File: src/rtl/core/key_click_classifier_macros.svh
// Assertion macros for the key click classifier.
// Used by the top level key_click_classifier.sv; expects clk and rst in scope.
`ifndef KEY_CLICK_CLASSIFIER_MACROS_SVH
`define KEY_CLICK_CLASSIFIER_MACROS_SVH

`ifndef SYNTHESIS
// Antecedent implies consequent in the same cycle.
`define KCC_ASSERT_SAME(lbl, ante, cons, msg) \
  lbl: assert property (@(posedge clk) disable iff (rst) (ante) |-> (cons)) else $error(msg);
// Antecedent implies consequent in the next cycle.
`define KCC_ASSERT_NEXT(lbl, ante, cons, msg) \
  lbl: assert property (@(posedge clk) disable iff (rst) (ante) |=> (cons)) else $error(msg);
`else
`define KCC_ASSERT_SAME(lbl, ante, cons, msg)
`define KCC_ASSERT_NEXT(lbl, ante, cons, msg)
`endif

`endif

File: src/rtl/core/kcc_pkg.sv
// Shared types and constants of the key click classifier.
// No dependencies; imported by every module under rtl/core.
`default_nettype none

package kcc_pkg;

  // Number of key records; reported_key is three bits wide
  localparam int unsigned KEY_COUNT = 6;

  // Input command codes
  localparam logic CMD_QUEUE = 1'b0;
  localparam logic CMD_RUN   = 1'b1;

  // Edge request codes
  localparam logic EDGE_PRESS   = 1'b0;
  localparam logic EDGE_RELEASE = 1'b1;

  // Reported event kind codes
  localparam logic [1:0] EK_HIT    = 2'd0;
  localparam logic [1:0] EK_DOUBLE = 2'd1;
  localparam logic [1:0] EK_LONG   = 2'd2;

  // Register map
  localparam int unsigned APB_ADDR_BITS = 4;
  localparam logic [1:0] REG_WINDOW = 2'd0;
  localparam logic [1:0] REG_DELAY  = 2'd1;
  localparam logic [1:0] REG_LPUSH  = 2'd2;

  localparam logic [15:0] WINDOW_RESET = 16'd160;
  localparam logic [15:0] DELAY_RESET  = 16'd200;
  localparam logic [15:0] LPUSH_RESET  = 16'd1000;

  // Queued event kinds
  typedef enum logic [1:0] {
    EV_PRESS   = 2'd0,
    EV_RELEASE = 2'd1,
    EV_ERROR   = 2'd2
  } ev_t;

  // Per-key record kinds
  typedef enum logic [1:0] {
    KIND_NONE  = 2'd0,
    KIND_HIT   = 2'd1,
    KIND_DHIT  = 2'd2,
    KIND_LPUSH = 2'd3
  } kind_t;

  typedef enum logic [1:0] {
    ST_IDLE,
    ST_APPLY,
    ST_SCAN,
    ST_FLUSH
  } ctrl_state_t;

  typedef struct packed {
    logic [15:0] window;
    logic [15:0] delay;
    logic [15:0] lpush;
  } cfg_t;

  // Controller to datapath
  typedef struct packed {
    logic push;
    logic pop;
    logic time_load;
    logic scan_init;
    logic apply;
    logic clear_all;
    logic scan_adv;
    logic emit_last;
  } ctrl_cmd_t;

  // Key datapath to controller
  typedef struct packed {
    logic entry_bad;
    logic entry_clear;
    logic step_report;
    logic scan_last;
    logic pend_valid;
    logic out_free;
  } keys_status_t;

endpackage

`default_nettype wire

File: src/rtl/core/key_click_classifier.sv
// Top level of the key click classifier: registers, queue, key datapath, controller.
// Depends on kcc_pkg, key_click_classifier_macros.svh and all kcc_* modules.
//
//   channel  | handshake            | payload
//   ---------+----------------------+-------------------------------------------
//   in       | in_valid / in_ready  | command, key_number, edge_req, time_ms
//   out      | out_valid / out_ready| reported_key, event_kind, released, last
//   config   | psel/penable/pready  | paddr, pwdata, prdata
//
// A queue word (command 0) is taken directly in the idle state. A run step pops
// an event if the queue holds one, applies it, scans the key records and ends
// with a flush; an empty queue skips the apply, and an out-of-range key ends the
// step after the apply. The scan walks the records one per cycle while no new
// report waits on out_ready; the flush waits on out_ready for the held report.
// Synchronous reset clears the queue pointers, key records and config to defaults.
`default_nettype none

module key_click_classifier #(
  parameter int unsigned QUEUE_DEPTH = 8,
  parameter int unsigned TIME_BITS   = 32
) (
  input  wire logic                               clk,
  input  wire logic                               rst,
  input  wire logic                               psel,
  input  wire logic                               penable,
  input  wire logic                               pwrite,
  input  wire logic [kcc_pkg::APB_ADDR_BITS-1:0]  paddr,
  input  wire logic [31:0]                        pwdata,
  output logic      [31:0]                        prdata,
  output logic                                    pready,
  input  wire logic                               in_valid,
  output logic                                    in_ready,
  input  wire logic                               command,
  input  wire logic [7:0]                         key_number,
  input  wire logic                               edge_req,
  input  wire logic [TIME_BITS-1:0]               time_ms,
  output logic                                    out_valid,
  input  wire logic                               out_ready,
  output logic      [2:0]                         reported_key,
  output logic      [1:0]                         event_kind,
  output logic                                    released,
  output logic                                    last
);
  import kcc_pkg::*;

`include "key_click_classifier_macros.svh"

  cfg_t                 cfg;
  ctrl_cmd_t            cmd;
  keys_status_t         st;
  logic                 q_empty;
  logic [7:0]           entry_key;
  ev_t                  entry_ev;
  logic [TIME_BITS-1:0] entry_time;
  logic [TIME_BITS-1:0] step_time;

  // Run-step time, taken when the step is accepted
  always_ff @(posedge clk) begin
    if (cmd.time_load) begin
      step_time <= time_ms;
    end
  end

  kcc_regs u_regs (
    .clk     (clk),
    .rst     (rst),
    .psel    (psel),
    .penable (penable),
    .pwrite  (pwrite),
    .paddr   (paddr),
    .pwdata  (pwdata),
    .prdata  (prdata),
    .pready  (pready),
    .cfg     (cfg)
  );

  kcc_queue #(
    .QUEUE_DEPTH (QUEUE_DEPTH),
    .TIME_BITS   (TIME_BITS)
  ) u_queue (
    .clk       (clk),
    .rst       (rst),
    .cmd       (cmd),
    .push_key  (key_number),
    .push_edge (edge_req),
    .push_time (time_ms),
    .empty     (q_empty),
    .rd_key    (entry_key),
    .rd_ev     (entry_ev),
    .rd_time   (entry_time)
  );

  kcc_keys #(
    .TIME_BITS (TIME_BITS)
  ) u_keys (
    .clk          (clk),
    .rst          (rst),
    .cfg          (cfg),
    .cmd          (cmd),
    .st           (st),
    .time_ms      (step_time),
    .entry_key    (entry_key),
    .entry_ev     (entry_ev),
    .entry_time   (entry_time),
    .out_valid    (out_valid),
    .out_ready    (out_ready),
    .reported_key (reported_key),
    .event_kind   (event_kind),
    .released     (released),
    .last         (last)
  );

  kcc_ctrl u_ctrl (
    .clk      (clk),
    .rst      (rst),
    .in_valid (in_valid),
    .command  (command),
    .in_ready (in_ready),
    .q_empty  (q_empty),
    .st       (st),
    .cmd      (cmd)
  );

  // After a run step is accepted, the input is closed in the next cycle
  `KCC_ASSERT_NEXT(a_run_busy, in_valid && in_ready && (command == CMD_RUN), !in_ready, "input open right after a run step")
  // No held report is left behind once the controller is idle
  `KCC_ASSERT_SAME(a_idle_no_pend, in_ready, !st.pend_valid, "held report left at end of step")
  // A queued word always leaves the queue non-empty
  `KCC_ASSERT_NEXT(a_push_fill, cmd.push, !q_empty, "queue empty after push")

endmodule

`default_nettype wire

File: src/rtl/core/kcc_regs.sv
// Configuration registers behind the APB-style port.
// Depends on kcc_pkg for the register map and reset values.
`default_nettype none

module kcc_regs (
  input  wire logic                               clk,
  input  wire logic                               rst,
  input  wire logic                               psel,
  input  wire logic                               penable,
  input  wire logic                               pwrite,
  input  wire logic [kcc_pkg::APB_ADDR_BITS-1:0]  paddr,
  input  wire logic [31:0]                        pwdata,
  output logic      [31:0]                        prdata,
  output logic                                    pready,
  output kcc_pkg::cfg_t                           cfg
);
  import kcc_pkg::*;

  logic          wr_en;
  logic [1:0]    reg_idx;

  assign pready  = 1'b1;
  assign reg_idx = paddr[3:2];
  assign wr_en   = psel && penable && pwrite && pready;

  // Write the addressed register; drop writes beyond the map
  always_ff @(posedge clk) begin
    if (rst) begin
      cfg.window <= WINDOW_RESET;
      cfg.delay  <= DELAY_RESET;
      cfg.lpush  <= LPUSH_RESET;
    end else if (wr_en) begin
      case (reg_idx)
        REG_WINDOW: cfg.window <= pwdata[15:0];
        REG_DELAY:  cfg.delay  <= pwdata[15:0];
        REG_LPUSH:  cfg.lpush  <= pwdata[15:0];
        default: ;
      endcase
    end
  end

  // Read back
  always_comb begin
    case (reg_idx)
      REG_WINDOW: prdata = {16'd0, cfg.window};
      REG_DELAY:  prdata = {16'd0, cfg.delay};
      REG_LPUSH:  prdata = {16'd0, cfg.lpush};
      default:    prdata = 32'd0;
    endcase
  end

endmodule

`default_nettype wire

File: src/rtl/core/kcc_queue.sv
// Circular event queue with drop-oldest overflow and registered read.
// Depends on kcc_pkg for the event kinds and command struct.
`default_nettype none

module kcc_queue #(
  parameter int unsigned QUEUE_DEPTH = 8,
  parameter int unsigned TIME_BITS   = 32
) (
  input  wire logic                  clk,
  input  wire logic                  rst,
  input  kcc_pkg::ctrl_cmd_t         cmd,
  input  wire logic [7:0]            push_key,
  input  wire logic                  push_edge,
  input  wire logic [TIME_BITS-1:0]  push_time,
  output logic                       empty,
  output logic      [7:0]            rd_key,
  output kcc_pkg::ev_t               rd_ev,
  output logic      [TIME_BITS-1:0]  rd_time
);
  import kcc_pkg::*;

  localparam int unsigned PW = $clog2(QUEUE_DEPTH);

  logic [7:0]           mem_key  [QUEUE_DEPTH];
  ev_t                  mem_ev   [QUEUE_DEPTH];
  logic [TIME_BITS-1:0] mem_time [QUEUE_DEPTH];

  logic [PW-1:0] rd_ptr;
  logic [PW-1:0] wr_ptr;
  logic [PW-1:0] fill;
  logic          full;
  ev_t           push_ev;

  assign fill  = wr_ptr - rd_ptr;
  assign full  = (fill == {PW{1'b1}});
  assign empty = (fill == '0);

  // Replace the new word by an error event when full
  always_comb begin
    if (full) begin
      push_ev = EV_ERROR;
    end else if (push_edge == EDGE_RELEASE) begin
      push_ev = EV_RELEASE;
    end else begin
      push_ev = EV_PRESS;
    end
  end

  // Advance pointers; drop the oldest word on overflow
  always_ff @(posedge clk) begin
    if (rst || cmd.clear_all) begin
      rd_ptr <= '0;
      wr_ptr <= '0;
    end else begin
      if (cmd.push) begin
        wr_ptr <= wr_ptr + PW'(1);
        if (full) begin
          rd_ptr <= rd_ptr + PW'(1);
        end
      end else if (cmd.pop) begin
        rd_ptr <= rd_ptr + PW'(1);
      end
    end
  end

  // Storage write and registered read
  always_ff @(posedge clk) begin
    if (cmd.push) begin
      mem_key[wr_ptr]  <= push_key;
      mem_ev[wr_ptr]   <= push_ev;
      mem_time[wr_ptr] <= push_time;
    end
    if (cmd.pop) begin
      rd_key  <= mem_key[rd_ptr];
      rd_ev   <= mem_ev[rd_ptr];
      rd_time <= mem_time[rd_ptr];
    end
  end

endmodule

`default_nettype wire

File: src/rtl/core/kcc_keys.sv
// Key record datapath: event apply, per-key scan and the result registers.
// Depends on kcc_pkg for record kinds, config and command/status structs.
`default_nettype none

module kcc_keys #(
  parameter int unsigned TIME_BITS = 32
) (
  input  wire logic                  clk,
  input  wire logic                  rst,
  input  kcc_pkg::cfg_t              cfg,
  input  kcc_pkg::ctrl_cmd_t         cmd,
  output kcc_pkg::keys_status_t      st,
  input  wire logic [TIME_BITS-1:0]  time_ms,
  input  wire logic [7:0]            entry_key,
  input  kcc_pkg::ev_t               entry_ev,
  input  wire logic [TIME_BITS-1:0]  entry_time,
  output logic                       out_valid,
  input  wire logic                  out_ready,
  output logic      [2:0]            reported_key,
  output logic      [1:0]            event_kind,
  output logic                       released,
  output logic                       last
);
  import kcc_pkg::*;

  localparam int unsigned IW = (KEY_COUNT > 1) ? $clog2(KEY_COUNT) : 1;

  kind_t                kind_r  [KEY_COUNT];
  logic                 rel_r   [KEY_COUNT];
  logic [TIME_BITS-1:0] stamp_r [KEY_COUNT];

  logic [TIME_BITS-1:0] t_now;
  logic [IW-1:0]        scan_idx;
  logic                 due_seen;
  logic                 pend_valid;
  logic [2:0]           pend_key;
  logic [1:0]           pend_kind;
  logic                 pend_rel;

  logic [7:0]           key_m1;
  logic [IW-1:0]        apply_idx;
  logic [IW-1:0]        rec_idx;
  logic                 key_zero;
  kind_t                cur_kind;
  logic                 cur_rel;
  logic [TIME_BITS-1:0] cur_stamp;
  logic [TIME_BITS-1:0] spacing;
  logic [TIME_BITS-1:0] age;
  logic                 active;
  logic                 due;
  kind_t                kind_new;
  logic                 report;
  logic [1:0]           kind_code;
  logic [7:0]           key_num;
  logic                 emit;

  // Pick the record: popped key while applying, else the scan position
  assign key_m1    = entry_key - 8'd1;
  assign apply_idx = key_m1[IW-1:0];
  assign rec_idx   = cmd.apply ? apply_idx : scan_idx;
  assign key_zero  = (entry_key == 8'd0);
  assign cur_kind  = kind_r[rec_idx];
  assign cur_rel   = rel_r[rec_idx];
  assign cur_stamp = stamp_r[rec_idx];

  // Apply path: press spacing against the stamp
  assign spacing = entry_time - cur_stamp;

  // Scan path: age against the step time, due test, long push promotion
  assign t_now    = time_ms;
  assign age      = t_now - cur_stamp;
  assign active   = (cur_kind != KIND_NONE) || cur_rel;
  assign due      = active && ((age > TIME_BITS'(cfg.delay)) || due_seen);
  assign kind_new = (!cur_rel && (age > TIME_BITS'(cfg.lpush))) ? KIND_LPUSH : cur_kind;
  assign report   = due && (cur_rel || (kind_new == KIND_LPUSH)) && (kind_new != KIND_NONE);
  assign key_num  = 8'(scan_idx) + 8'd1;

  always_comb begin
    case (kind_new)
      KIND_HIT:   kind_code = EK_HIT;
      KIND_DHIT:  kind_code = EK_DOUBLE;
      KIND_LPUSH: kind_code = EK_LONG;
      default:    kind_code = EK_HIT;
    endcase
  end

  assign emit = (cmd.scan_adv && report && pend_valid) || cmd.emit_last;

  // Status to the controller
  assign st.entry_bad   = (entry_key > 8'(KEY_COUNT));
  assign st.entry_clear = (entry_ev == EV_ERROR) && !key_zero && !st.entry_bad;
  assign st.step_report = report;
  assign st.scan_last   = (scan_idx == IW'(KEY_COUNT - 1));
  assign st.pend_valid  = pend_valid;
  assign st.out_free    = !out_valid || out_ready;

  // Key records
  always_ff @(posedge clk) begin
    if (rst || cmd.clear_all) begin
      for (int i = 0; i < KEY_COUNT; i++) begin
        kind_r[i]  <= KIND_NONE;
        rel_r[i]   <= 1'b0;
        stamp_r[i] <= '0;
      end
    end else if (cmd.apply && !key_zero) begin
      case (entry_ev)
        EV_PRESS: begin
          if (cur_kind == KIND_HIT) begin
            if (spacing < TIME_BITS'(cfg.window)) begin
              kind_r[rec_idx] <= KIND_DHIT;
            end else begin
              kind_r[rec_idx]  <= KIND_HIT;
              stamp_r[rec_idx] <= entry_time;
            end
            rel_r[rec_idx] <= 1'b0;
          end else if ((cur_kind == KIND_NONE) && !cur_rel) begin
            kind_r[rec_idx]  <= KIND_HIT;
            stamp_r[rec_idx] <= entry_time;
          end
        end
        EV_RELEASE: rel_r[rec_idx] <= 1'b1;
        default: ;
      endcase
    end else if (cmd.scan_adv && due) begin
      if (cur_rel) begin
        kind_r[rec_idx]  <= KIND_NONE;
        rel_r[rec_idx]   <= 1'b0;
        stamp_r[rec_idx] <= '0;
      end else begin
        kind_r[rec_idx] <= kind_new;
      end
    end
  end

  // Scan control and result handoff
  always_ff @(posedge clk) begin
    if (rst) begin
      scan_idx   <= '0;
      due_seen   <= 1'b0;
      pend_valid <= 1'b0;
      out_valid  <= 1'b0;
    end else begin
      if (cmd.scan_init) begin
        scan_idx   <= '0;
        due_seen   <= 1'b0;
        pend_valid <= 1'b0;
      end else if (cmd.scan_adv) begin
        scan_idx <= scan_idx + IW'(1);
        due_seen <= due_seen || due;
        if (report) begin
          pend_valid <= 1'b1;
        end
      end else if (cmd.emit_last) begin
        pend_valid <= 1'b0;
      end
      if (emit) begin
        out_valid <= 1'b1;
      end else if (out_ready) begin
        out_valid <= 1'b0;
      end
    end
  end

  // Hold one report back so the step's final word can be flagged
  always_ff @(posedge clk) begin
    if (emit) begin
      reported_key <= pend_key;
      event_kind   <= pend_kind;
      released     <= pend_rel;
      last         <= cmd.emit_last;
    end
    if (cmd.scan_adv && report) begin
      pend_key  <= key_num[2:0];
      pend_kind <= kind_code;
      pend_rel  <= cur_rel;
    end
  end

endmodule

`default_nettype wire

File: src/rtl/core/kcc_ctrl.sv
// Run-step controller: sequences queue, apply, scan and final flush.
// Depends on kcc_pkg for the state type and command/status structs.
`default_nettype none

module kcc_ctrl (
  input  wire logic              clk,
  input  wire logic              rst,
  input  wire logic              in_valid,
  input  wire logic              command,
  output logic                   in_ready,
  input  wire logic              q_empty,
  input  kcc_pkg::keys_status_t  st,
  output kcc_pkg::ctrl_cmd_t     cmd
);
  import kcc_pkg::*;

  ctrl_state_t state;
  ctrl_state_t state_next;
  logic        stall;

  // A new report may not push out the held one while the output is full
  assign stall = st.step_report && st.pend_valid && !st.out_free;

  always_ff @(posedge clk) begin
    if (rst) begin
      state <= ST_IDLE;
    end else begin
      state <= state_next;
    end
  end

  // Next state
  always_comb begin
    state_next = state;
    case (state)
      ST_IDLE: begin
        if (in_valid && (command == CMD_RUN)) begin
          state_next = q_empty ? ST_SCAN : ST_APPLY;
        end
      end
      ST_APPLY: begin
        state_next = st.entry_bad ? ST_IDLE : ST_SCAN;
      end
      ST_SCAN: begin
        if (!stall && st.scan_last) begin
          state_next = ST_FLUSH;
        end
      end
      ST_FLUSH: begin
        if (!st.pend_valid || st.out_free) begin
          state_next = ST_IDLE;
        end
      end
      default: state_next = ST_IDLE;
    endcase
  end

  // Commands
  always_comb begin
    in_ready = 1'b0;
    cmd      = '0;
    case (state)
      ST_IDLE: begin
        in_ready = 1'b1;
        if (in_valid) begin
          if (command == CMD_QUEUE) begin
            cmd.push = 1'b1;
          end else begin
            cmd.time_load = 1'b1;
            cmd.scan_init = 1'b1;
            cmd.pop       = !q_empty;
          end
        end
      end
      ST_APPLY: begin
        cmd.apply     = !st.entry_bad;
        cmd.clear_all = !st.entry_bad && st.entry_clear;
      end
      ST_SCAN: begin
        cmd.scan_adv = !stall;
      end
      ST_FLUSH: begin
        cmd.emit_last = st.pend_valid && st.out_free;
      end
      default: ;
    endcase
  end

endmodule

`default_nettype wire

File: config.mk
export PLATFORM = sky130hd
export DESIGN_NAME = key_click_classifier
export DESIGN_NICKNAME = d
export VERILOG_FILES = /design/src/rtl/core/kcc_pkg.sv /design/src/rtl/core/key_click_classifier.sv /design/src/rtl/core/kcc_regs.sv /design/src/rtl/core/kcc_queue.sv /design/src/rtl/core/kcc_keys.sv /design/src/rtl/core/kcc_ctrl.sv
export VERILOG_INCLUDE_DIRS = /design/src /design/src/rtl/core
export SDC_FILE = /design/constraint.sdc
export NUM_CORES = 1
export LEC_CHECK = 0
export ABC_CLOCK_PERIOD_IN_PS = 8950
export BUFFER_PORTS_ARGS = -buffer_cell sky130_fd_sc_hd__buf_4
export CAP_MARGIN = 20
export CORE_AREA = 2 2 325 327
export CTS_CLUSTER_DIAMETER = 80
export DETAILED_ROUTE_END_ITERATION = 7
export DIE_AREA = 0 0 327 329
export PLACE_DENSITY = 0.5
export SLEW_MARGIN = 15
export SYNTH_ARGS = -nofsm -noshare
export SYNTH_HDL_FRONTEND = slang
export SYNTH_SLANG_ARGS = --single-unit
File: constraint.sdc
create_clock -name clk -period 8.95 [get_ports clk]
set_clock_uncertainty 0.05 [all_clocks]
set_input_delay 0 -clock clk [delete_from_list [all_inputs] [get_ports clk]]
set_output_delay 0 -clock clk [all_outputs]
set_load 0.03 [all_outputs]
Word-level counts from Yosys, hierarchy flattened --
Memories as Yosys holds them, arrays and structs flattened. A register that Yosys moved wholly into a read port is not among the register bits. Index checks and enable logic that the tools add are counted.
Word-level totals: register bits after elaboration 107, RAM bits 546, input bits 85, output and inout bits 42, logic and storage cells 203, memories kept 6
Cells by class: add/subtract/negate cells 8, order comparisons 4, equal/unequal tests 17, muxes and demuxes 86, bitwise gates (word level) 8, reduce and logical (&&, ||, !) cells 56
Memory list:
- u_queue.mem_time | words 8, bits a word 32, rd ports 1, clocked after Yosys merged registers in 1, write ports 1, line kcc_queue.sv:26 | logic [TIME_BITS-1:0] mem_time [QUEUE_DEPTH];
- u_keys.stamp_r | words 6, bits a word 32, rd ports 1, clocked after Yosys merged registers in 0, write ports 6, line kcc_keys.sv:30 | logic [TIME_BITS-1:0] stamp_r [KEY_COUNT];
- u_queue.mem_key | words 8, bits a word 8, rd ports 1, clocked after Yosys merged registers in 1, write ports 1, line kcc_queue.sv:24 | logic [7:0] mem_key [QUEUE_DEPTH];
- u_queue.mem_ev | words 8, bits a word 2, rd ports 1, clocked after Yosys merged registers in 1, write ports 1, line kcc_queue.sv:25 | ev_t mem_ev [QUEUE_DEPTH];
- u_keys.kind_r | words 6, bits a word 2, rd ports 1, clocked after Yosys merged registers in 0, write ports 6, line kcc_keys.sv:28 | kind_t kind_r [KEY_COUNT];
- u_keys.rel_r | words 6, bits a word 1, rd ports 1, clocked after Yosys merged registers in 0, write ports 6, line kcc_keys.sv:29 | logic rel_r [KEY_COUNT];
Operator list (number):
- $mux 32 | 3
- $gt 32x16->1 | 2
- $sub 32x32->32 | 2
- $mux 1 | 57
- $pmux 16 s3 | 1
- $lt 32x16->1 | 1
- $reduce_or 32->1 | 1
- $mux 2 | 13
- $mux 3 | 8
- $logic_and 1x1->1 | 19
- $add 3x1->3 const B | 4
- $eq 2x2->1 const B | 6
- $reduce_and 2->1 | 5
- $reduce_bool 2->1 | 5
- $eq 2x1->1 const B | 4
- $gt 8x3->1 const B | 1
- $logic_not 1->1 | 8
- $logic_not 2->1 | 4
- $logic_not 8->1 | 1
- $logic_or 1x1->1 | 8
- $mux 4 | 2
- $ne 2x1->1 const B | 4
- $or 1x1->1 | 8
- $pmux 2 s4 | 1
- other kinds (9) | 11

Logic depth before layout (Yosys ltp) --
Gate-level depths: netlist (run 1). An unclocked memory read counts as a cell.
depth in word-level cells 29, depth in mapped cells 39, gate-level depth less buffers 33

By module --
A second synthesis (run 1) with hierarchy kept.
Second synthesis, totals: cells, all modules 2649, area, all modules 36850.3 um^2
Modules (own cells, without submodules):
- kcc_keys | times used 1, cells an instance 1660, area each 18873.1 um^2, seq. area each 8918.6 um^2
- kcc_queue | times used 1, cells an instance 672, area each 14375.0 um^2, seq. area each 11471.0 um^2
- kcc_regs | times used 1, cells an instance 257, area each 2439.8 um^2, seq. area each 960.9 um^2
- key_click_classifier | times used 1, cells an instance 32, area each 960.9 um^2, seq. area each 960.9 um^2
- kcc_ctrl | times used 1, cells an instance 28, area each 201.4 um^2, seq. area each 40.0 um^2

Worst setup path after synthesis (run 1) --
Ideal clock, no wire load.
kind flip-flop to flip-flop, start register u_queue.rd_key[0] (read register of u_queue.mem_key), end memory u_keys.stamp_r[0][0] (enable), library setup time 0.437 ns, arrival 9.201 ns, required time 8.463 ns, path slack -0.737 ns, stages on the path, launching flop included 38, path buffers 6, clock period less this slack 9.687 ns, cell sequence edfxtp_1 > clkbuf_1 > inv_1 > ha_1 > and3b_1 > nor3_4 > mux2i_1 > buf_2 > buf_1 > buf_1 > mux4_2 > mux2i_1 > ha_1 > a21o_1 > a21oi_1 > nor2b_1 > o21bai_1 > a31o_2 > (+2 left out) > a21o_1 > a21oi_1 > xnor2_1 > ha_1 > and4_1 > a22oi_1 > nand3_1 > a31oi_1 > o221ai_1 > a311o_1 > a2111oi_0 > nand3_1 > nor4b_2 > nand4_1 > o21a_1 > clkbuf_1 > buf_2 > a2bb2oi_1
RTL lines:
- start, declared | line kcc_queue.sv:16 | output logic [7:0] rd_key,
- end, declared | line kcc_keys.sv:30

==> results_tabular.tex, run 1 <==
\begin{tabular}{lr}
\hline
Metric & Value \\
\hline
\multicolumn{2}{l}{\textbf{GRT}} \\
\quad Final global-route overflow total & 0 \\
\quad Number of global-route vias before repair & 23300 \\
\quad Pin count of the biggest net entering global routing & 73 \\
\quad First-pass GRT wire length & 150000 microns \\
\quad Initial antenna violation count & 2 \\
\quad Total GRT Usage & 18.7\% \\
\multicolumn{2}{l}{\textbf{Clock tree}} \\
\quad Total clock buffers created by CTS & 85 \\
\quad Total number of clock tree sinks & 765 \\
\quad Clock tree from TritonCTS & yes \\
\quad Clock Latency Late Sink & 680 ps \\
\quad Maximum number of buffers from clock root to sink & 3 \\
\quad Clock tree root buffer cell & clkbuf\_16 \\
\quad Clock input transition at the sequential cells of the worst setup and hold paths & 60 ps \\
\quad H-tree depth & 3 \\
\multicolumn{2}{l}{\textbf{Die}} \\
\quad Area of the core & 0.104 sq mm \\
\quad Site row count & 119 \\
\quad Die width & 327 microns \\
\quad Die Span Y & 329 microns \\
\quad Die Outline Area & 0.108 sq mm \\
\quad Initial Util & 34.7\% \\
\quad Number of top-level design ports & 127 \\
\multicolumn{2}{l}{\textbf{Logic synthesis}} \\
\quad Fraction of synthesized cell area taken by the top area cell type & 58.4\% \\
\quad Post-synth ARST share & 0\% \\
\quad Gate Count Post-Synth & 2496 \\
\quad Average cell area after synthesis & 14.5 sq um \\
\quad Most common flop cell mapped by yosys & edfxtp\_1 \\
\quad Cell variety after synth & 86 \\
\quad Post-synth EDFFs & 703 \\
\quad Seq/Total Area, Yosys & 61.8\% \\
\quad Number of warnings printed during yosys synthesis & 0 \\
\quad Dominant cell type by area after synthesis & edfxtp\_1 \\
\quad Cells taking the most area after synthesis & edfxtp\_1, mux4\_2, ha\_1 \\
\quad Post-synthesis sequential element count & 765 \\
\quad Post-synthesis instance area & 0.0362 sq mm \\
\multicolumn{2}{l}{\textbf{Critical path}} \\
\quad Destination of the worst register-to-register timing path & u\_keys.stamp\_r[5][17]\$\_DFFE\_PP\_ \\
\quad Path type of the worst setup path & reg2reg \\
\quad Register-to-Register Setup Slack & 550 ps \\
\quad Signal arrival time at the worst endpoint & 8760 ps \\
\quad Required time reported for the critical path endpoint & 9310 ps \\
\quad Reg2Reg Depth & 33 \\
\quad Critical Path Source Type & flop \\
\quad Logic depth of the worst path, buffers included & 33 \\
\quad Combined buffer and inverter count along the critical path & 3 \\
\quad CP delay by family, top & compound AO/OA/AOI/OAI gates \\
\quad Endpoint type of the worst setup path & flop \\
\quad Last element of the critical path & u\_keys.stamp\_r[5][17]\$\_DFFE\_PP\_ \\
\quad CP max FO & 72 \\
\quad Slowest-stage cell, CP & or4\_4 \\
\quad FF-to-FF Start & u\_queue.rd\_key[5]\$\_DFFE\_PP\_ \\
\quad Worst path max stage delay & 580 ps \\
\quad First element of the critical path & u\_queue.rd\_key[5]\$\_DFFE\_PP\_ \\
\multicolumn{2}{l}{\textbf{Detailed routing}} \\
\quad Vias after detailed routing & 22500 \\
\quad Wire per inst & 23.8 microns \\
\quad DRC violation count after routing & 0 \\
\quad Routed wire length & 101000 microns \\
\quad Iteration-0 DRC count of the detailed router & 1701 \\
\quad ANT nets after route & 0 \\
\quad Vias per cell & 5.33 \\
\quad Number of detailed-routing iterations run before antenna repair & 5 \\
\multicolumn{2}{l}{\textbf{Power}} \\
\quad PD cells & 253 mW/mm\^{}2 \\
\quad Leakage Power & 15.7 nW \\
\quad Peak supply drop & 0.168 mV \\
\multicolumn{2}{l}{\textbf{Timing}} \\
\quad Final min period & 8400 ps \\
\quad Max frequency & 0.119 GHz \\
\quad Worst-margin pin slew & 987 ps \\
\quad Final setup violation count & 0 \\
\quad Unrepaired setup endpoints after global routing & false \\
\quad Number of slew-limit violations in the final report & 0 \\
\quad Slew margin rel. & 33.6\% \\
\quad Final worst path period share & 93.9\% \\
\quad Number of hold violations in the final report & 0 \\
\quad Sum of negative setup slack & 0 ps \\
\multicolumn{2}{l}{\textbf{Cells and area}} \\
\quad Layout Nets & 2966 \\
\quad Area growth from synthesis to layout & 19.5\% \\
\quad Count of filler cells inserted in the layout & 9468 \\
\quad Fraction of layout instances using a drive strength above 1 & 22.2\% \\
\quad Finished Cell Area & 0.0432 sq mm \\
\multicolumn{2}{l}{\textbf{Run status}} \\
\quad Outcome & complete, no violations \\
\multicolumn{2}{l}{\textbf{Flow run}} \\
\quad Max cap viols & 0 \\
\multicolumn{2}{l}{\textbf{Place}} \\
\quad Count of buffers from port buffering & 91 \\
\quad Detailed-placement wirelength estimate & 69400 microns \\
\quad Placed Instance Area & 0.0395 sq mm \\
\quad Final weighted congestion in routability-driven placement & 0.917 \\
\multicolumn{2}{l}{\textbf{Min path}} \\
\quad Path class of the lowest-slack min-delay path & in2reg \\
\hline
\end{tabular}
synth_stat cells, types with 5 or more instances:
master     count
buf_6         13
mux2i_1       64
a41oi_1        5
o21a_1        17
nor2b_1       22
a21o_1        60
and2_1        41
clkbuf_1      95
a2bb2oi_1      6
and4_1         6
edfxtp_1     703
inv_1         94
ha_1         113
or3_1          7
mux4_2       154
nor2_1        80
a22oi_1        9
xor2_1        24
nor3_1        30
nand2_1      180
a311oi_1       7
buf_1         23
o21ai_0       62
a31oi_1       25
nand2b_1      13
dfxtp_1       62
buf_4         18
and3_1       169
a21oi_1      104
o21bai_1       8
o221ai_1       6
o211ai_1      18
nand4_1       25
o31ai_1       10
nor3b_1        7
nor4_1         8
mux2_2        44
nand3b_1       6
a211oi_1       9
xnor2_1       31
nand3_1       32
per-stage QoR:
| step | worst slack, ps | total power, mW | util (%) | hold slack (ps) | instances |
|---|---|---|---|---|---|
| after floorplan | 16.3 | 6.21 | - | 48.9 | 2511 |
| after global placement | 334 | 7.36 | 37.9 | 177 | 3986 |
| after detailed placement | 235 | 7.39 | 37.9 | 188 | 3987 |
| after CTS | 213 | 11.0 | 41.3 | 9.70 | 4220 |
| after global routing | 18.5 | 11.4 | 41.4 | 48.3 | 4229 |
| final | 547 | 10.9 | 41.4 | 55.0 | 4230 |
repair_timing:
item,4_1_cts,5_1_grt
endpoints found under the hold margin,437,0
endpoints found under the setup margin,0,128
resized for setup,0,2
setup buffers,0,9
hold buffers,73,0
worst min path at each step:
stage / end / cells past startpoint / slack, ps / start
after floorplan: step_time[0]$_DFFE_PP_ / 0 / 50 / time_ms[0]
after global placement: u_queue.mem_key[0][5]$_DFFE_PP_ / 1 / 180 / key_number[5]
after detailed placement: u_queue.mem_key[0][5]$_DFFE_PP_ / 1 / 190 / key_number[5]
after CTS: u_queue.mem_key[4][5]$_DFFE_PP_ / 2 / 10 / key_number[5]
after global routing: u_queue.mem_key[0][7]$_DFFE_PP_ / 2 / 50 / key_number[7]
final: u_queue.mem_time[0][8]$_DFFE_PP_ / 2 / 50 / time_ms[8]
state kept, by name, summed over array words and instances, names as in the netlist, 2 cells and up:
name / count
step_time: 32
u_ctrl.state: 2
u_keys.event_kind: 2
u_keys.kind_r: 16
u_keys.pend_key: 3
u_keys.pend_kind: 2
u_keys.rel_r: 8
u_keys.reported_key: 3
u_keys.scan_idx: 3
u_keys.stamp_r: 256
u_queue.mem_ev: 16
u_queue.mem_key: 64
u_queue.mem_time: 256
u_queue.rd_ev: 2
u_queue.rd_key: 8
u_queue.rd_ptr: 3
u_queue.rd_time: 32
u_queue.wr_ptr: 3
u_regs.cfg: 48
placed cells by master, fill, tap and decap left out, types with 62 or more instances in the layout:
cell           count
dlygate4sd3_1     73
ha_1             113
buf_4            218
mux4_2           154
a21oi_1          103
nand2_1          179
edfxtp_1         703
mux2i_1           63
inv_1             93
o21ai_0           62
clkbuf_16         85
and3_1           169
nor2_1            71
per-layer routing:
metal	share of wire, %	track usage, %	vias up	wire (microns)
met5	0	0	-	0
met4	2.3	5.23	0	2270
met3	3.6	2.63	131	3670
met2	49	31.4	511	49000
met1	45	25.3	11600	45700
li1	-	-	10300	-
cell type report:
type                    count  area (sq um)  share of cell area, %
flip-flops and latches    765         22400                   51.7
multi-input cells        1498         13000                   30.1
repair buffers            320          2930                   6.77
clock buffers             102          2210                   5.11
well taps                1391          1740                   4.03
clock inverters            58           637                   1.47
inverters                  95           357                  0.825
diodes                      1          2.50                0.00579
power breakdown:
group          switching [mW]  internal [mW]  total [mW]
clock network            1.48           2.05        3.54
registers               0.105           4.08        4.18
logic                    1.83           1.38        3.21
worst reg2reg max path: cells and delay by family, from the launching register on:
| family | cells | cell delay (ps) |
|---|---|---|
| xor gates and xnor gates | 1 | 150 |
| muxes | 3 | 980 |
| AOI/OAI and AO/OA | 15 | 3050 |
| adders and majority gates | 2 | 590 |
| DFF | 1 | 380 |
| buffers and inverters | 3 | 750 |
| and+or+nand+nor | 9 | 2200 |
logic make-up after synthesis:
family          share of synthesized area (%)
simple gates                             9.37
xor+xnor                                 1.33
flops                                    61.8
other cells                            0.0208
compound gates                           7.49
mux                                      12.8
fa+ha+maj                                4.16
buf+inv                                  3.04
(Power assumes the default switching activity.)
==> run 2: changes to the inputs <==
--- a/config.mk
+++ b/config.mk
@@ -14,6 +14,7 @@
 export DETAILED_ROUTE_END_ITERATION = 7
 export DIE_AREA = 0 0 327 329
 export PLACE_DENSITY = 0.5
+export REMOVE_ABC_BUFFERS = 1
 export SLEW_MARGIN = 15
 export SYNTH_ARGS = -nofsm -noshare
 export SYNTH_HDL_FRONTEND = slang
==> results_tabular.tex, run 2 (synthesis gave the netlist of run 1 again) <==
\begin{tabular}{lr}
\hline
Metric & Value \\
\hline
\multicolumn{2}{l}{\textbf{GRT}} \\
\quad Total GRT Usage & 18.1\% (was 18.7\%) \\
\quad Pin count of the biggest net entering global routing & 158 (was 73) \\
\quad Met2 usage in global routing & 31.6\% (was 31.4\%) \\
\quad Final global-route overflow total & 0 (unchanged) \\
\quad Number of global-route vias before repair & 22900 (was 23300) \\
\quad Initial antenna violation count & 4 (was 2) \\
\quad First-pass GRT wire length & 146000 microns (was 150000 microns) \\
\quad Met3 Usage GRT & 1.99\% (was 2.63\%) \\
\quad Peak-usage layer in the global routing report & met2 (unchanged) \\
\quad Met1 Use GR & 24.0\% (was 25.3\%) \\
\multicolumn{2}{l}{\textbf{Die}} \\
\quad Site row count & 119 (unchanged) \\
\quad Number of top-level design ports & 127 (unchanged) \\
\quad Initial Util & 34.7\% (unchanged) \\
\quad Die width & 327 microns (unchanged) \\
\quad Area of the core & 0.104 sq mm (unchanged) \\
\quad Die Outline Area & 0.108 sq mm (unchanged) \\
\quad Die Span Y & 329 microns (unchanged) \\
\multicolumn{2}{l}{\textbf{Clock tree}} \\
\quad Clock tree from TritonCTS & yes (unchanged) \\
\quad H-tree depth & 3 (unchanged) \\
\quad Maximum number of buffers from clock root to sink & 3 (unchanged) \\
\quad Clock input transition at the sequential cells of the worst setup and hold paths & 60 ps (about the same) \\
\quad Total number of clock tree sinks & 765 (unchanged) \\
\quad Clock tree root buffer cell & clkbuf\_16 (unchanged) \\
\quad Total clock buffers created by CTS & 83 (was 85) \\
\quad Clock Latency Late Sink & 650 ps (was 680 ps) \\
\multicolumn{2}{l}{\textbf{Power}} \\
\quad Reported net switching power & 3.24 mW (was 3.42 mW) \\
\quad PD cells & 246 mW/mm\^{}2 (was 253 mW/mm\^{}2) \\
\quad Share of power burned in combinational logic & 28.6\% (was 29.4\%) \\
\quad Peak supply drop & 0.133 mV (was 0.168 mV) \\
\quad Clock group share of total power & 31.3\% (was 32.4\%) \\
\quad Leakage Power & 15.3 nW (was 15.7 nW) \\
\quad Internal & 7.24 mW (was 7.50 mW) \\
\quad Share of power burned in registers & 40.1\% (was 38.3\%) \\
\quad Share of total power consumed by net switching & 30.9\% (was 31.3\%) \\
\quad Overall power & 10.5 mW (was 10.9 mW) \\
\multicolumn{2}{l}{\textbf{Cells and area}} \\
\quad Fraction of layout instances using a drive strength above 1 & 20.1\% (was 22.2\%) \\
\quad Final non-filler cell total & 4169 (was 4230) \\
\quad Inserted Diodes & 0 (was 1) \\
\quad Top flop regs & u\_keys.stamp\_r: 256 flops, u\_queue.mem\_time: 256 flops, u\_queue.mem\_key: 64 flops (unchanged) \\
\quad Share of the core filled with cells in the final layout & 40.7\% (was 41.4\%) \\
\quad Area growth from synthesis to layout & 17.6\% (was 19.5\%) \\
\quad Commonest non-fill, non-tap cell in the layout & edfxtp\_1 (unchanged) \\
\quad Commonest non-fill, non-tap cells in the layout & edfxtp\_1, nand2\_1, buf\_4 (was edfxtp\_1, buf\_4, nand2\_1) \\
\quad Layout Nets & 2915 (was 2966) \\
\multicolumn{2}{l}{\textbf{Timing}} \\
\quad Final min period & 8610 ps (was 8400 ps) \\
\quad Slew margin rel. & 35.5\% (was 33.6\%) \\
\quad Setup slack of the critical path after layout & 338 ps (was 547 ps) \\
\quad Number of slew-limit violations in the final report & 0 (unchanged) \\
\quad Number of hold violations in the final report & 0 (unchanged) \\
\quad Final worst path period share & 96.2\% (was 93.9\%) \\
\quad Max frequency & 0.116 GHz (was 0.119 GHz) \\
\quad Final setup violation count & 0 (unchanged) \\
\quad Unrepaired setup endpoints after global routing & false (unchanged) \\
\quad Worst-margin pin slew & 968 ps (was 987 ps) \\
\multicolumn{2}{l}{\textbf{Critical path}} \\
\quad Worst path max stage delay & 580 ps (about the same) \\
\quad CP max FO & 157 (was 72) \\
\quad Required time reported for the critical path endpoint & 9270 ps (was 9310 ps) \\
\quad Path type of the worst setup path & reg2reg (unchanged) \\
\quad Slowest-stage cell, CP & or4\_4 (unchanged) \\
\quad Cell with the most instances on the worst path & buf\_12 \\
\quad Signal arrival time at the worst endpoint & 8930 ps (was 8760 ps) \\
\quad Critical Path Source Type & flop (unchanged) \\
\quad Endpoint type of the worst setup path & flop (unchanged) \\
\quad First element of the critical path & u\_queue.rd\_key[5]\$\_DFFE\_PP\_ (unchanged) \\
\quad FF-to-FF Start & u\_queue.rd\_key[5]\$\_DFFE\_PP\_ (unchanged) \\
\multicolumn{2}{l}{\textbf{Detailed routing}} \\
\quad DRC violation count after routing & 0 (unchanged) \\
\quad Iteration-0 DRC count of the detailed router & 1536 (was 1701) \\
\quad Wire per inst & 23.7 microns (was 23.8 microns) \\
\quad ANT nets after route & 0 (unchanged) \\
\quad Number of detailed-routing iterations run before antenna repair & 5 (unchanged) \\
\quad Routed wire length & 98900 microns (was 101000 microns) \\
\quad Vias per cell & 5.35 (was 5.33) \\
\quad Vias after detailed routing & 22300 (was 22500) \\
\multicolumn{2}{l}{\textbf{Place}} \\
\quad Count of buffers from port buffering & 91 (unchanged) \\
\quad Number of cells after detailed placement & 3943 (was 3987) \\
\quad Final weighted congestion in routability-driven placement & 0.842 (was 0.917) \\
\quad Detailed-placement wirelength estimate & 66500 microns (was 69400 microns) \\
\quad Post-placement worst setup slack & 196 ps (was 235 ps) \\
\multicolumn{2}{l}{\textbf{Min path}} \\
\quad Path class of the lowest-slack min-delay path & in2reg (unchanged) \\
\quad Worst Min Path Start & key\_number[2] (was time\_ms[8]) \\
\multicolumn{2}{l}{\textbf{Run status}} \\
\quad Outcome & complete, no violations (unchanged) \\
\multicolumn{2}{l}{\textbf{Flow run}} \\
\quad Max cap viols & 0 (unchanged) \\
\hline
\end{tabular}
==> run 2: routing by layer <==
metal | part of all wire (%) | routed length (microns)
met5 | 0.022 | 22
met4 | 2.3 | 2300
met3 | 3.7 | 3630
met2 | 50 | 49400
met1 | 44 | 43500
==> run 2: path summary, 6_finish.rpt <==
kind,end,slack [ps],cells past startpoint
worst min-delay path,u_queue.mem_key[6][2]$_DFFE_PP_,90,2
worst max register to register,u_keys.stamp_r[6][26]$_DFFE_PP_,340,32
worst min register to register,u_keys.event_kind[1]$_DFFE_PP_,370,0
worst max-delay path,u_keys.stamp_r[6][26]$_DFFE_PP_,340,32
==> run 2: power groups by stage <==
stage / Sequential [mW] / Combinational, mW / Clock (mW)
CTS: 4.21 / 3.00 / 3.36
global route: 4.22 / 3.28 / 3.49
detailed placement: 4.28 / 2.96 / 0
floorplan: 4.24 / 1.97 / 0
global placement: 4.27 / 2.94 / 0
finish: 4.21 / 3.00 / 3.28
==> run 2: worst max-delay path, delay by kind of cell (launching register included) <==
family	cells	cell delay, ps
AO/OA/AOI/OAI	12	2450
AND/OR/NAND/NOR	9	2240
multiplexers	3	1270
buffers and inverters	5	900
adder cells (fa/ha/maj)	2	660
flip-flops	1	390
XOR/XNOR	1	150
==> run 2: timing repair <==
action / in CTS / in global routing
hold endpoints to repair: 421 / 0
resized for setup: 0 / 7
setup buffers: 0 / 2
setup endpoints to repair: 0 / 516
hold buffers: 75 / 0
==> run 2: area by class of cell <==
cell class / instances / area (sq um)
clock buffer: 107 / 2210
clock inverter: 42 / 404
fill: 9492 / 61800
inverter: 95 / 357
multi-input combinational: 1498 / 13000
sequential: 765 / 22400
tap: 1391 / 1740
timing repair buffer: 271 / 2440
==> run 2: stage by stage <==
step / hold slack [ps] / area [sq um] / TNS (ps)
after floorplan: 19.1 / 35500 / -3397090
after global placement: 181 / 39100 / 0
after detailed placement: 188 / 39100 / 0
after CTS: 44.6 / 42500 / 0
after global routing: 94.8 / 42500 / 0
final: 85.1 / 42500 / 0
